--- src/sv/pixel_intensity_debayer_macros.svh ---
// ----------------------------------------------------------------------------
// Assertion macros for the intensity/debayer block
// Shared concurrent assertion wrappers clocked on clk_i.
// ----------------------------------------------------------------------------
`ifndef PIXEL_INTENSITY_DEBAYER_MACROS_SVH
`define PIXEL_INTENSITY_DEBAYER_MACROS_SVH

// Checked outside reset.
`define PID_ASSERT(lbl, prop, msg) \
  lbl: assert property (@(posedge clk_i) disable iff (!rst_ni) prop) else $error(msg);

// Checked at every edge, reset included.
`define PID_ASSERT_ALWAYS(lbl, prop, msg) \
  lbl: assert property (@(posedge clk_i) prop) else $error(msg);

`endif

--- src/sv/pid_pkg.sv ---
// ----------------------------------------------------------------------------
// pid_pkg
// Codes and constants of the pixel intensity / 3x3 Bayer interpolation block.
// ----------------------------------------------------------------------------
`timescale 1ns / 1ps

package pid_pkg;

  localparam logic [2:0] MODE_YUV422 = 3'd0;
  localparam logic [2:0] MODE_YUV444 = 3'd1;
  localparam logic [2:0] MODE_RGB8   = 3'd2;
  localparam logic [2:0] MODE_MONO16 = 3'd3;
  localparam logic [2:0] MODE_MONO8  = 3'd4;

  localparam logic [2:0] SITE_GR = 3'd4;
  localparam logic [2:0] SITE_R  = 3'd5;
  localparam logic [2:0] SITE_GB = 3'd6;
  localparam logic [2:0] SITE_B  = 3'd7;

  localparam logic [1:0] ORDER_BGGR = 2'd1;
  localparam logic [1:0] ORDER_GBRG = 2'd2;
  localparam logic [2:0] BGGR_FLIP  = 3'd2;

  // acc / 220 == (acc >> 2) / 55 == ((acc >> 2) * DivMul) >> DivShift
  // exact for (acc >> 2) < 2^20 / 54, kernel sums are at most 255 * 220.
  localparam int unsigned DivShift = 20;
  localparam logic [14:0] DivMul   = 15'd19066;

endpackage

--- src/sv/pixel_intensity_debayer.sv ---
// ----------------------------------------------------------------------------
// pixel_intensity_debayer
// One 8-bit intensity per 3x3 neighbourhood: YUV pass-through, RGB8 luma,
// MONO16 truncation, MONO8 Bayer kernel interpolation, other modes zero.
// ----------------------------------------------------------------------------
// Usage:
//   Input channel in_valid_i/in_ready_o carries one item: format mode, Bayer
//   site type, centre sample and eight neighbours. Output channel
//   out_valid_o/out_ready_i carries intensity_o.
//   bayer_order_we_i writes bayer_order_i into the raw order register (site
//   remap: BGGR, GBRG or none); write it only while no item is in flight.
//   Path: an accepted item goes into the input register, then into the result
//   register that drives out_valid_o; a receiver stall can hold it in between.
//   Throughput: one item per cycle unless stalled; the kernel adder tree and
//   the constant reciprocal multiply for /220 sit between the two registers.
//   Reset clears both valid flags and sets the raw order to none.
//   When the receiver stalls, the result register holds, the input register
//   still takes one more item, and in_ready_o drops once both are full.
// ----------------------------------------------------------------------------
`timescale 1ns / 1ps

`include "pixel_intensity_debayer_macros.svh"

module pixel_intensity_debayer
  import pid_pkg::*;
(
  input  logic        clk_i,
  input  logic        rst_ni,
  input  logic        bayer_order_we_i,
  input  logic [1:0]  bayer_order_i,
  input  logic        in_valid_i,
  output logic        in_ready_o,
  input  logic [2:0]  mode_i,
  input  logic [2:0]  site_type_i,
  input  logic [15:0] centre_i,
  input  logic [7:0]  east_i,
  input  logic [7:0]  west_i,
  input  logic [7:0]  north_i,
  input  logic [7:0]  south_i,
  input  logic [7:0]  north_west_i,
  input  logic [7:0]  north_east_i,
  input  logic [7:0]  south_west_i,
  input  logic [7:0]  south_east_i,
  output logic        out_valid_o,
  input  logic        out_ready_i,
  output logic [7:0]  intensity_o
);

  logic [1:0]  order_q;
  logic        s1_valid_q;
  logic [2:0]  mode_q, site_q;
  logic [15:0] centre_q;
  logic [7:0]  e_q, w_q, n_q, s_q, nw_q, ne_q, sw_q, se_q;
  logic        out_valid_q;
  logic [7:0]  intensity_q, intensity_d;

  logic        s2_ready, s1_ready, in_take;

  assign s2_ready   = !out_valid_q || out_ready_i;
  assign s1_ready   = !s1_valid_q || s2_ready;
  assign in_ready_o = s1_ready;
  assign in_take    = in_valid_i && s1_ready;

  always_ff @(posedge clk_i or negedge rst_ni) begin
    if (!rst_ni) begin
      order_q     <= '0;
      s1_valid_q  <= 1'b0;
      out_valid_q <= 1'b0;
    end else begin
      if (bayer_order_we_i) begin
        order_q <= bayer_order_i;
      end
      if (s1_ready) begin
        s1_valid_q <= in_valid_i;
      end
      if (s2_ready) begin
        out_valid_q <= s1_valid_q;
      end
    end
  end

  always_ff @(posedge clk_i) begin
    if (in_take) begin
      mode_q   <= mode_i;
      site_q   <= site_type_i;
      centre_q <= centre_i;
      e_q      <= east_i;
      w_q      <= west_i;
      n_q      <= north_i;
      s_q      <= south_i;
      nw_q     <= north_west_i;
      ne_q     <= north_east_i;
      sw_q     <= south_west_i;
      se_q     <= south_east_i;
    end
    if (s2_ready && s1_valid_q) begin
      intensity_q <= intensity_d;
    end
  end

  // site remap by raw order
  logic [2:0] site;
  always_comb begin
    unique case (order_q)
      ORDER_BGGR: site = site_q ^ BGGR_FLIP;
      ORDER_GBRG: site = (site_q == SITE_B) ? SITE_GR : site_q + 3'd1;
      default:    site = site_q;
    endcase
  end

  logic [15:0] c, e, w, n, s, nw, ne, sw, se;
  assign c  = 16'(centre_q[7:0]);
  assign e  = 16'(e_q);
  assign w  = 16'(w_q);
  assign n  = 16'(n_q);
  assign s  = 16'(s_q);
  assign nw = 16'(nw_q);
  assign ne = 16'(ne_q);
  assign sw = 16'(sw_q);
  assign se = 16'(se_q);

  logic        kernel_hit;
  logic [15:0] acc;
  always_comb begin
    kernel_hit = 1'b1;
    unique case (site)
      SITE_GR: acc = 16'd129 * c + 16'd12 * n + 16'd13 * s + 16'd33 * e + 16'd33 * w;
      SITE_R:  acc = 16'd66 * c + 16'd32 * w + 16'd32 * e + 16'd32 * n + 16'd33 * s
                   + 16'd6 * se + 16'd6 * sw + 16'd6 * ne + 16'd7 * nw;
      SITE_GB: acc = 16'd129 * c + 16'd33 * n + 16'd33 * s + 16'd12 * e + 16'd13 * w;
      SITE_B:  acc = 16'd25 * c + 16'd32 * w + 16'd32 * e + 16'd32 * n + 16'd33 * s
                   + 16'd16 * se + 16'd16 * sw + 16'd17 * ne + 16'd17 * nw;
      default: begin
        acc        = '0;
        kernel_hit = 1'b0;
      end
    endcase
  end

  logic [28:0] div_prod;
  logic [7:0]  mono8_val;
  assign div_prod  = 29'(acc[15:2]) * 29'(DivMul);
  assign mono8_val = kernel_hit ? div_prod[DivShift +: 8] : centre_q[7:0];

  logic [15:0] rgb_sum;
  assign rgb_sum = 16'd66 * c + 16'd129 * e + 16'd25 * w;

  always_comb begin
    unique case (mode_q)
      MODE_YUV422, MODE_YUV444: intensity_d = centre_q[7:0];
      MODE_RGB8:                intensity_d = 8'd16 + rgb_sum[15:8];
      MODE_MONO16:              intensity_d = centre_q[11:4];
      MODE_MONO8:               intensity_d = mono8_val;
      default:                  intensity_d = '0;
    endcase
  end

  assign out_valid_o = out_valid_q;
  assign intensity_o = intensity_q;

  `PID_ASSERT(a_take_fills_s1, in_valid_i && in_ready_o |=> s1_valid_q, "accepted item lost")
  `PID_ASSERT(a_s1_moves_out, s1_valid_q && s2_ready |=> out_valid_o, "stage 1 item dropped")
  `PID_ASSERT(a_ready_when_free, !s1_valid_q |-> in_ready_o, "ready low with empty input stage")
  `PID_ASSERT(a_bad_mode_zero, s1_valid_q && s2_ready && mode_q > MODE_MONO8 |=> intensity_o == 8'd0, "unknown mode not zero")
  `PID_ASSERT_ALWAYS(a_reset_empty, !rst_ni |=> !out_valid_o && !s1_valid_q, "valid set in reset")

endmodule

--- config.mk ---
export PLATFORM = sky130hd
export DESIGN_NAME = pixel_intensity_debayer
export DESIGN_NICKNAME = d
export VERILOG_FILES = /design/src/sv/pid_pkg.sv /design/src/sv/pixel_intensity_debayer.sv
export VERILOG_INCLUDE_DIRS = /design/src /design/src/sv
export SDC_FILE = /design/constraint.sdc
export NUM_CORES = 1
export LEC_CHECK = 0
export BUFFER_PORTS_ARGS = -buffer_cell sky130_fd_sc_hd__buf_2
export CORE_MARGIN = 1
export CORE_UTILIZATION = 60
export DETAILED_ROUTE_END_ITERATION = 12
export GPL_ROUTABILITY_DRIVEN = 0
export PLACE_DENSITY = 0.83
export SLEW_MARGIN = 5
export SYNTH_ARGS = -nofsm -noshare
export SYNTH_HDL_FRONTEND = slang
export SYNTH_SLANG_ARGS = --single-unit
--- constraint.sdc ---
create_clock -name clk_i -period 33.8 [get_ports clk_i]
set_input_delay 6.76 -clock clk_i [delete_from_list [all_inputs] [get_ports clk_i]]
set_output_delay 6.76 -clock clk_i [all_outputs]
set_load 0.05 [all_outputs]
# Yosys cells after proc, flatten, opt, wreduce, memory -nomap -nowiden
# Index checks and enable logic that the tools add are counted.
[totals] ff_bits=94 in_bits=93 output_inout_bits=10 elab_cells=90
[op_classes] multipliers=20 reduce_logical=9 n_eq_ne=11 bitwise_logic=1 n_mux=6 n_addsub=28
[ops] operator="adder 16 x 12 -> 16 bit" count=6
[ops] operator="adder 16 x 13 -> 16 bit" count=6
[ops] operator="multiplier 6 x 8 -> 14 bit (first input constant)" count=5
[ops] operator="adder 16 x 11 -> 16 bit" count=4
[ops] operator="adder 16 x 14 -> 16 bit" count=4
[ops] operator="one-hot mux 16 bit (4 select lines)" count=1
[ops] operator="multiplier 5 x 8 -> 13 bit (first input constant)" count=4
[ops] operator="multiplier 2 x 8 -> 10 bit (first input constant)" count=5
[ops] operator="adder 16 bit" count=2
[ops] operator="multiplier 8 x 8 -> 16 bit (first input constant)" count=2
[ops] operator="one-hot mux 8 bit (4 select lines)" count=1
[ops] operator="multiplier 14 x 14 -> 27 bit (second input constant)" count=1
[ops] operator="multiplier 4 x 8 -> 12 bit (first input constant)" count=2
[ops] operator="== test 3 bit (second input constant)" count=6
[ops] operator="adder 15 x 13 -> 16 bit" count=1
[ops] operator="adder 15 x 16 -> 16 bit" count=1
[ops] operator="adder 14 x 13 -> 15 bit" count=1
[ops] operator="adder 13 x 13 -> 14 bit" count=1
[ops] operator="multiplier 3 x 8 -> 11 bit (first input constant)" count=1
[ops] operator="adder 5 x 8 -> 8 bit (first input constant)" count=1
[ops] operator="2-to-1 mux 8 bit" count=1
[ops] operator="== test 3 x 2 -> 1 bit (second input constant)" count=2
[ops] operator="one-hot mux 3 bit (2 select lines)" count=1
[ops] operator="OR reduction 4 bit" count=1
[ops] operator="other kinds (12)" count=15

# Longest topological paths before layout
# Gate-level depths: netlist of the first run.
[depth] word_depth=13 mapped_depth=51 mapped_depth_nobuf=51

# Worst setup path before layout of the first run
# No wires, ideal clock.
[synth_timing] kind="in2out" start="input out_ready_i" end="output in_ready_o" arrival_time_ps=7243 t_required_ps=27040 path_stages=1 path_buffers=0 path_slack_ps=19797 cell_sequence="nand3b_1"
[synth_between] elab_chain_cells=2
[synth_rtl] item="start: declaration" line="pixel_intensity_debayer.sv:45" source="input logic out_ready_i,"
[synth_rtl] item="logical OR 1 bit" line="pixel_intensity_debayer.sv:59" source="assign s2_ready = !out_valid_q || out_ready_i;"
[synth_rtl] item="logical OR 1 bit" line="pixel_intensity_debayer.sv:60" source="assign s1_ready = !s1_valid_q || s2_ready;"
[synth_rtl] item="end: declaration" line="pixel_intensity_debayer.sv:32" source="output logic in_ready_o,"
# Every way passes these cells.

# Final worst setup path of the first run
# Same ends and word-level chain as after synthesis.

==> results by group, run 1 <==
Outcome
  • Status: completed

Clocking
  • TritonCTS Buffers: 9
  • CTS tree: built
  • Hold buffer count at cts: 0
  • CTS-repair resized insts: 0
  • Sink Count: 94
  • Clk Latency, worst-skew pair: 0.40 ns
  • Clk buf depth: 2
  • CTS H-tree lvls: 3
  • Clock Pin Slew Worst Setup and Hold Paths: 0.08 ns
  • Root Driver: clkbuf_16
  • Postcts setup bufs: 0

Die
  • IO Count: 103
  • Row count: 69
  • Core Area: 35800 sq um
  • Initial Util: 61.5%
  • Die ar.: 37500 sq um
  • Die W: 194 microns
  • Die Y: 194 microns

Critical path
  • Critical path class: input port to output port
  • Endpoint class of the critical path: output port
  • WP data required: 27.04 ns
  • Reg-to-reg slack, setup: 20.27 ns
  • Critical Path Fanout Max: 3
  • Worst setup SP type: input port
  • Critical Path AT: 7.27 ns

Synthesis
  • Share of the synthesized area in the top cell type: 30.4%
  • Post-synth EDFFs: 90
  • Post-synth ARST share: 4.26%
  • Post-synthesis register bit count: 94
  • Register area share after synthesis: 12.7%
  • Count of cell types in the netlist: 65
  • Yosys top cell by area: fa_1
  • Leading post-synthesis cells by cell area: fa_1 (30%), ha_1 (28%), edfxtp_1 (12%)
  • Synth Flop Type: edfxtp_1
  • Synthesized instance count: 2186
  • Cell Area, Synth: 22000 sq um
  • Post-synth net total: 3104
  • Synthesis Warnings: 0
  • Syn_area_per_cell: 10.1 sq um

Cells and area
  • Share of layout cells above drive strength 1: 6.04%
  • # fillers: 2607
  • Final #Nets: 3214
  • Area Overhead vs Synth: 6.47%
  • Diode count: 0
  • Area of the multi-input gates: 16800 sq um
  • Reg area: 2800 sq um

STA
  • Final setup violation count: 0
  • Final worst-path cycle share: 41.5%
  • Fmax: 71.3 MHz
  • Max Transition Viols Final: 0
  • Clock skew: 0.0214 ns
  • Tmin final: 14.03 ns
  • Slew headroom: 24.7%
  • Worst-Margin Slew: 1.12 ns
  • RSZ-0062 raised after global routing: no
  • Final hold vios: 0
  • Setup_tns: 0 ns

GRT
  • Initial antenna violation count: 0
  • Number of global-route vias before repair: 17500
  • Total track usage: 31.0%
  • Largest net degree at the start of global routing: 65
  • Met3 usage: 6.35%
  • GRT overflow: 0
  • Met1 Use GR: 36.7%
  • GR peak layer: met2
  • First-pass GRT wire length: 88500 microns
  • Met2 Usage GRT: 52.4%

Place
  • I/O Buffers: 98
  • Post-DP HPWL: 46100 microns

Drt
  • Drt via density: 5.67
  • Routed Antenna Nets: 0
  • Initial DRT Pass Iterations: 7
  • Routed length per instance: 19.8 microns
  • DR DRC count: 0
  • DRT Wirelength: 54700 microns
  • Drt first-iter violations: 911
  • Vias: 15700

Worst hold path
  • Hold Path Class: flip-flop to flip-flop

Run
  • # Max-Cap Violations: 0
## worst paths after layout
kind,to,cells after the start,from
setup / recovery,in_ready_o,3,out_ready_i
hold / removal,out_valid_o,1,s1_valid_q
setup reg to reg,intensity_o[7],44,s_q[2]
hold reg to reg,out_valid_o,1,s1_valid_q
max in group asynchronous,s1_valid_q,1,rst_ni
min in group asynchronous,out_valid_o,1,rst_ni
## Yosys cell counts (2+ instances only)
library cell / count
a211o_1: 3
a211oi_1: 9
a211oi_2: 3
a21boi_1: 4
a21o_1: 39
a21oi_1: 69
a221o_1: 4
a221oi_1: 3
a31oi_1: 2
a32o_1: 3
a32oi_1: 2
and2_1: 5
and3_1: 7
clkbuf_1: 9
dfrtp_1: 4
edfxtp_1: 90
fa_1: 335
ha_1: 490
inv_1: 635
mux2i_1: 10
nand2_1: 47
nand2b_1: 13
nand3_1: 18
nand4_1: 3
nor2_1: 78
nor2b_1: 27
nor3_1: 25
nor3b_1: 5
o211ai_1: 12
o21a_1: 12
o21ai_0: 31
o21ai_1: 18
o21bai_1: 11
o221ai_1: 3
o22ai_1: 11
o31ai_2: 2
o41ai_1: 2
or2_2: 2
or3_1: 11
xnor2_1: 69
xor2_1: 36
## layout make-up
type	instances	area share [%]
Clock buffer	13	1.02
Clock inverter	3	0.293
Inverter	636	10.2
Multi-Input combinational cell	1445	71.6
Sequential cell	94	11.9
Tap cell	461	2.46
Timing Repair Buffer	110	2.47
## worst max-delay path: stages
cell	delay, ns
buf_2	0.10
nand3b_1	0.18
buf_2	0.23
## cells by family after synthesis
kind of cell,Yosys count,share of synthesized area [%]
buf+inv,647,11.0
fa+ha+maj,825,58.2
mux,10,0.454
simple gates,248,5.51
xor+xnor,106,4.25
flops,94,12.7
compound gates,256,7.80
## cell usage in the layout, fill, tap and decap left out, types with 25 or more instances in the layout
master    synthesis  layout
inv_1           635     635
ha_1            490     490
fa_1            335     335
buf_2             1      98
edfxtp_1         90      90
nor2_1           78      78
xnor2_1          69      69
a21oi_1          69      69
nand2_1          47      47
a21o_1           39      39
xor2_1           36      36
o21ai_0          31      31
nor2b_1          27      27
nor3_1           25      25
## metrics by stage
| step | setup slack [ns] | instances | util, % | hold WS, ns | area, sq um |
|---|---|---|---|---|---|
| floorplan | 19.80 | 2186 | - | 0.449 | 22000 |
| global placement | 19.78 | 2746 | 64.6 | 0.467 | 23200 |
| detailed placement | 19.76 | 2746 | 64.6 | 0.486 | 23200 |
| CTS | 19.76 | 2762 | 65.5 | 0.487 | 23500 |
| global route | 19.66 | 2762 | 65.5 | 0.541 | 23500 |
| finish | 19.77 | 2762 | 65.5 | 0.493 | 23500 |
## flip-flops by register name, summed over array words and instances (netlist names), 2 cells and up
signal	count
e_q	8
n_q	8
nw_q	8
s_q	8
ne_q	8
sw_q	8
se_q	8
centre_q	12
site_q	3
order_q	2
w_q	8
mode_q	3
intensity_o	8
## per-layer routing
layer  share of wire (%)  routed length (microns)
met2                  48                    26200
met3                 7.7                     4230
met5                   0                        0
met1                  38                    20900
met4                 6.1                     3320
Power of run 1 is not shown: default switching activity piles up to over one toggle a cycle in this logic, so the estimate is an artifact.
==> inputs of run 2 (changes only) <==
--- a/config.mk
+++ b/config.mk
@@ -8,10 +8,10 @@
 export LEC_CHECK = 0
 export BUFFER_PORTS_ARGS = -buffer_cell sky130_fd_sc_hd__buf_2
 export CORE_MARGIN = 1
-export CORE_UTILIZATION = 60
+export CORE_UTILIZATION = 59
 export DETAILED_ROUTE_END_ITERATION = 12
 export GPL_ROUTABILITY_DRIVEN = 0
-export PLACE_DENSITY = 0.83
+export PLACE_DENSITY = 0.85
 export SLEW_MARGIN = 5
 export SYNTH_ARGS = -nofsm -noshare
 export SYNTH_HDL_FRONTEND = slang
==> constraint.sdc (replaced) <==
create_clock -name clk_i -period 11.3 [get_ports clk_i]
set_input_delay 2.26 -clock clk_i [delete_from_list [all_inputs] [get_ports clk_i]]
set_output_delay 2.26 -clock clk_i [all_outputs]
set_load 0.05 [all_outputs]
==> run 2 against run 1 <==
Compared with the run above:
- count of clock-buffer cells in the layout down 4
- critical path type is now flip-flop to flip-flop
- sequential share of layout area is 0.82 points lower
- register-to-register slack got worse by 21 ns
- cell area increased by 7.4%
- critical path depth grew 44
- cell count increased by 5.9%
- clock skew fell by 0.0021 ns
- critical endpoint is now intensity_o[7]
- die area grew 1.7%
- non-clock buffer count grew 154
- global-route usage up 4.1 points
- worst setup slack got worse by 21 ns
- sequential cell count unchanged
- the flow now finishes with violations (negative setup slack)
==> results by group, run 2 (synthesis results as in run 1) <==
Cells and area
  • Reg area: 2800 sq um
  • Final #Nets: 3368
  • # fillers: 2292
  • Share of layout cells above drive strength 1: 15.4%
  • Max FFs per register: 12
  • Most frequent cells in the layout: inv_1 (623), ha_1 (464), fa_1 (334), buf_4 (158), buf_2 (98)
  • Most common cell after layout, fill and taps aside: inv_1
  • Area of the multi-input gates: 17300 sq um
  • Largest Register: centre_q
  • Area Overhead vs Synth: 14.3%

Critical path
  • WP data required: 11.43 ns
  • Endpoint class of the critical path: flip-flop
  • Cell family with most CP delay: adder cells
  • Buf+Inv Stages, Crit Path: 10
  • Critical Path AT: 12.28 ns
  • CP max stage cell: fa_1
  • Critical path class: flip-flop to flip-flop
  • Critical Path Fanout Max: 4
  • Largest stage delay on the critical path: 0.62 ns
  • Worst setup SP type: flip-flop

Clocking
  • Hold buffer count at cts: 0
  • Clk buf depth: 2
  • Root Driver: clkbuf_16
  • CTS H-tree lvls: 3
  • Sink Count: 94
  • TritonCTS Buffers: 9
  • Clk Latency, worst-skew pair: 0.39 ns
  • Clock Pin Slew Worst Setup and Hold Paths: 0.09 ns
  • CTS tree: built

Outcome
  • Status: finished with violations
  • Violated checks: negative setup slack

Place
  • I/O Buffers: 98
  • Post-DP HPWL: 51200 microns

Worst hold path
  • Hold Path Class: flip-flop to flip-flop

STA
  • Slew headroom: 43.6%
  • Final setup margin: -0.843 ns
  • Tmin final: 12.14 ns
  • Fmax: 82.4 MHz
  • Hold Slack: 0.527 ns
  • Final worst-path cycle share: 107%
  • Final hold vios: 0
  • Clock skew: 0.0192 ns
  • Final setup violation count: 8
  • Max Transition Viols Final: 0
  • RSZ-0062 raised after global routing: yes
  • Worst-Margin Slew: 0.847 ns

Drt
  • DR DRC count: 0
  • DRT Wirelength: 64600 microns
  • Drt first-iter violations: 1439
  • Routed Antenna Nets: 0
  • Initial DRT Pass Iterations: 5
  • Routed length per instance: 22.1 microns
  • Vias: 17400
  • Drt via density: 5.94

GRT
  • Total track usage: 35.1%
  • Number of global-route vias before repair: 19600
  • Largest net degree at the start of global routing: 67
  • GRT overflow: 0
  • Initial antenna violation count: 1
  • First-pass GRT wire length: 101000 microns

Die
  • Core Area: 36700 sq um
  • Die ar.: 38100 sq um
  • IO Count: 103
  • Die Y: 195 microns
  • Die W: 195 microns
  • Initial Util: 60.1%
  • Row count: 70

Run
  • # Max-Cap Violations: 0
[run 2: cell types whose count changed in the layout (fill, tap and decap cells not counted), moves of 3 or more]
cell	before	now
buf_4	12	158
ha_1	490	464
ha_4	0	24
a21oi_1	69	57
a21oi_2	0	12
inv_1	635	623
inv_2	1	13
buf_6	0	8
o21ai_2	1	8
clkbuf_1	4	0
o21ai_0	31	27
xor2_1	36	32
o21ai_1	18	15
[run 2: cell type report]
type / instances / share of cell area, %
Tap cell: 468 / 2.32
Clock buffer: 9 / 0.894
Sequential cell: 94 / 11.1
Multi-Input combinational cell: 1445 / 68.9
Clock inverter: 7 / 0.313
Timing Repair Buffer: 264 / 7.01
Inverter: 636 / 9.47
Antenna cell: 1 / 0.00993
[run 2: metrics by stage]
step	utilization, %	setup WS, ns	cell area (sq um)	TNS [ns]	cells
3_3_place_gp	66.4	-0.517	24400	-1.70	2892
4_1_cts	68.3	-0.411	25100	-1.15	2916
2_1_floorplan	-	-0.0598	22200	-0.0598	2186
3_5_place_dp	66.4	-0.735	24400	-3.33	2892
5_1_grt	68.7	-1.15	25200	-7.43	2923
6_report	68.7	-0.843	25200	-5.01	2924
[run 2: repair_timing]
action | in CTS | in global routing
gates resized for setup | 59 | 20
buffers inserted | 11 | 7
pin swaps | 79 | 36
hold endpoints to repair | 0 | 0
endpoints found under the setup margin | 8 | 8
[run 2: routing by layer]
metal | share of wire, % | routed length, microns | vias up | GRT usage (%)
met5 | 0 | 0 | - | 0
met4 | 9.5 | 6110 | 0 | 27.2
met3 | 9.3 | 5980 | 432 | 7.50
met2 | 46 | 29900 | 1033 | 58.1
met1 | 35 | 22600 | 8416 | 39.6
li1 | - | - | 7485 | -
[run 2: final timing paths]
check / startpoint / endpoint / slack (ns) / cells past startpoint
worst max-delay path: s_q[7] / intensity_o[7] / -0.84 / 47
min in group asynchronous: rst_ni / out_valid_o / 1.65 / 1
worst min-delay path: s1_valid_q / out_valid_o / 0.53 / 1
worst min register to register: s1_valid_q / out_valid_o / 0.53 / 1
max in group asynchronous: rst_ni / s1_valid_q / 9.53 / 1
worst max register to register: s_q[7] / intensity_o[7] / -0.84 / 47
Power of run 2 is left out for the same reason.
==> inputs of run 3 (changes only) <==
--- a/config.mk
+++ b/config.mk
@@ -11,7 +11,9 @@
 export CORE_UTILIZATION = 59
 export DETAILED_ROUTE_END_ITERATION = 12
 export GPL_ROUTABILITY_DRIVEN = 0
-export PLACE_DENSITY = 0.85
+export MAX_ROUTING_LAYER = met4
+export PLACE_DENSITY = 0.76
+export REMOVE_ABC_BUFFERS = 1
 export SLEW_MARGIN = 5
 export SYNTH_ARGS = -nofsm -noshare
 export SYNTH_HDL_FRONTEND = slang
==> run 3 against run 2 <==
Compared with the run above:
- the run still ends with negative setup slack left
- sequential cell count is the same
- first-iteration DRC count decreased by 11%
- cell area is 1.2% higher
- sequential share of layout area is 0.13 points lower
- utilization up 0.84 points
- die area unchanged
- clock skew grew 0.0039 ns
- fmax is 3.1% higher
- count of clock-buffer cells in the layout is 1 higher
- critical path type unchanged
- highest routed layer unchanged
==> results by group, run 3 (synthesis results as in run 1) <==
Cells and area
  • Most frequent cells in the layout: inv_1 (626), ha_1 (465), fa_1 (331), buf_4 (186), buf_2 (98)
  • Largest Register: centre_q
  • Area Overhead vs Synth: 15.7%
  • Non-filler cells, final: 2953
  • Share of layout cells above drive strength 1: 16.6%
  • Final #Nets: 3396
  • Most common cell after layout, fill and taps aside: inv_1
  • Max FFs per register: 12

Critical path
  • CP dominant cell by count: fa_1
  • Buf+Inv Stages, Crit Path: 10
  • Worst setup SP type: flip-flop
  • Critical Path AT: 11.91 ns
  • Cell family with most CP delay: adder cells
  • Endpoint class of the critical path: flip-flop
  • Critical Path Fanout Max: 5
  • WP data required: 11.44 ns
  • CP max stage cell: fa_1
  • Largest stage delay on the critical path: 0.53 ns
  • Critical path class: flip-flop to flip-flop

Die
  • IO Count: 103
  • Initial Util: 60.1%
  • Core Area: 36700 sq um
  • Row count: 70
  • Die ar.: 38100 sq um
  • Die Y: 195 microns
  • Die W: 195 microns

STA
  • Fmax: 84.9 MHz
  • Slew headroom: 41.8%
  • Final worst-path cycle share: 104%
  • Tmin final: 11.77 ns
  • RSZ-0062 raised after global routing: yes
  • Final hold vios: 0
  • Final setup violation count: 7
  • Setup_tns: -2.06 ns
  • Hold Slack: 0.481 ns
  • Clock skew: 0.0232 ns
  • Final setup margin: -0.475 ns
  • Worst-Margin Slew: 0.873 ns
  • Max Transition Viols Final: 0

GRT
  • First-pass GRT wire length: 91900 microns
  • GRT overflow: 0
  • Total track usage: 33.1%
  • Largest net degree at the start of global routing: 60
  • Number of global-route vias before repair: 17800
  • Initial antenna violation count: 2

Worst hold path
  • Hold Path Class: flip-flop to flip-flop

Run
  • # Max-Cap Violations: 0

Clocking
  • Clk Latency, worst-skew pair: 0.40 ns
  • Hold buffer count at cts: 0
  • Sink Count: 94
  • Clock Pin Slew Worst Setup and Hold Paths: 0.09 ns
  • TritonCTS Buffers: 9
  • CTS tree: built
  • Root Driver: clkbuf_16
  • CTS H-tree lvls: 3
  • Clk buf depth: 2

Place
  • Placed Cells: 2921
  • I/O Buffers: 98
  • Pre-CTS WS: -1.00 ns
  • Post-DP HPWL: 49300 microns

Drt
  • Drt first-iter violations: 1286
  • Drt via density: 5.56
  • Initial DRT Pass Iterations: 6
  • DRT Wirelength: 58700 microns
  • DR DRC count: 0
  • Routed Antenna Nets: 0
  • Vias: 16400
  • Routed length per instance: 19.9 microns

Outcome
  • Status: finished with violations
  • Violated checks: negative setup slack
[run 3: changes by cell type in the layout (fill, tap and decap cells not counted), moves of 4 or more]
cell     before  now
buf_4       158  186
inv_2        13    9
xnor2_1      67   63
xnor2_2       2    6
[run 3: cell type report]
cell class                      instances  area (sq um)
Multi-Input combinational cell       1445         17400
Fill cell                            2575         11200
Sequential cell                        94          2800
Inverter                              636          2390
Timing Repair Buffer                  292          1990
Tap cell                              468           586
Clock buffer                           10           229
Clock inverter                          6           109
Antenna cell                            2          5.00
[run 3: final timing paths]
| check | startpoint | to | slack [ns] | depth (start not counted) |
|---|---|---|---|---|
| setup / recovery | s_q[2] | intensity_o[7] | -0.47 | 48 |
| hold / removal | s1_valid_q | out_valid_o | 0.48 | 1 |
| setup reg to reg | s_q[2] | intensity_o[7] | -0.47 | 48 |
| hold reg to reg | s1_valid_q | out_valid_o | 0.48 | 1 |
| max in group asynchronous | rst_ni | out_valid_o | 9.52 | 1 |
| min in group asynchronous | rst_ni | order_q[0] | 1.67 | 1 |
[run 3: metrics by stage]
step / utilization (%) / area, sq um
floorplan: - / 22000
global placement: 66.6 / 24400
detailed placement: 66.6 / 24400
CTS: 68.7 / 25200
global route: 69.5 / 25500
finish: 69.5 / 25500
[run 3: timing repair]
item / 4_1_cts / 5_1_grt
buffers inserted: 10 / 7
cloned: 0 / 0
endpoints found under the setup margin: 8 / 8
gates resized for setup: 61 / 44
pin swaps: 72 / 58
[run 3: per-layer routing]
layer | part of all wire (%) | wire length, microns | vias to the layer above | track usage, %
li1 | - | - | 7538 | -
met1 | 40 | 23700 | 8099 | 40.9
met2 | 46 | 27100 | 591 | 52.4
met3 | 8.2 | 4820 | 184 | 6.84
met4 | 5.3 | 3100 | 0 | 14.8
met5 | 0 | 0 | - | -
Power of run 3 is left out for the same reason.
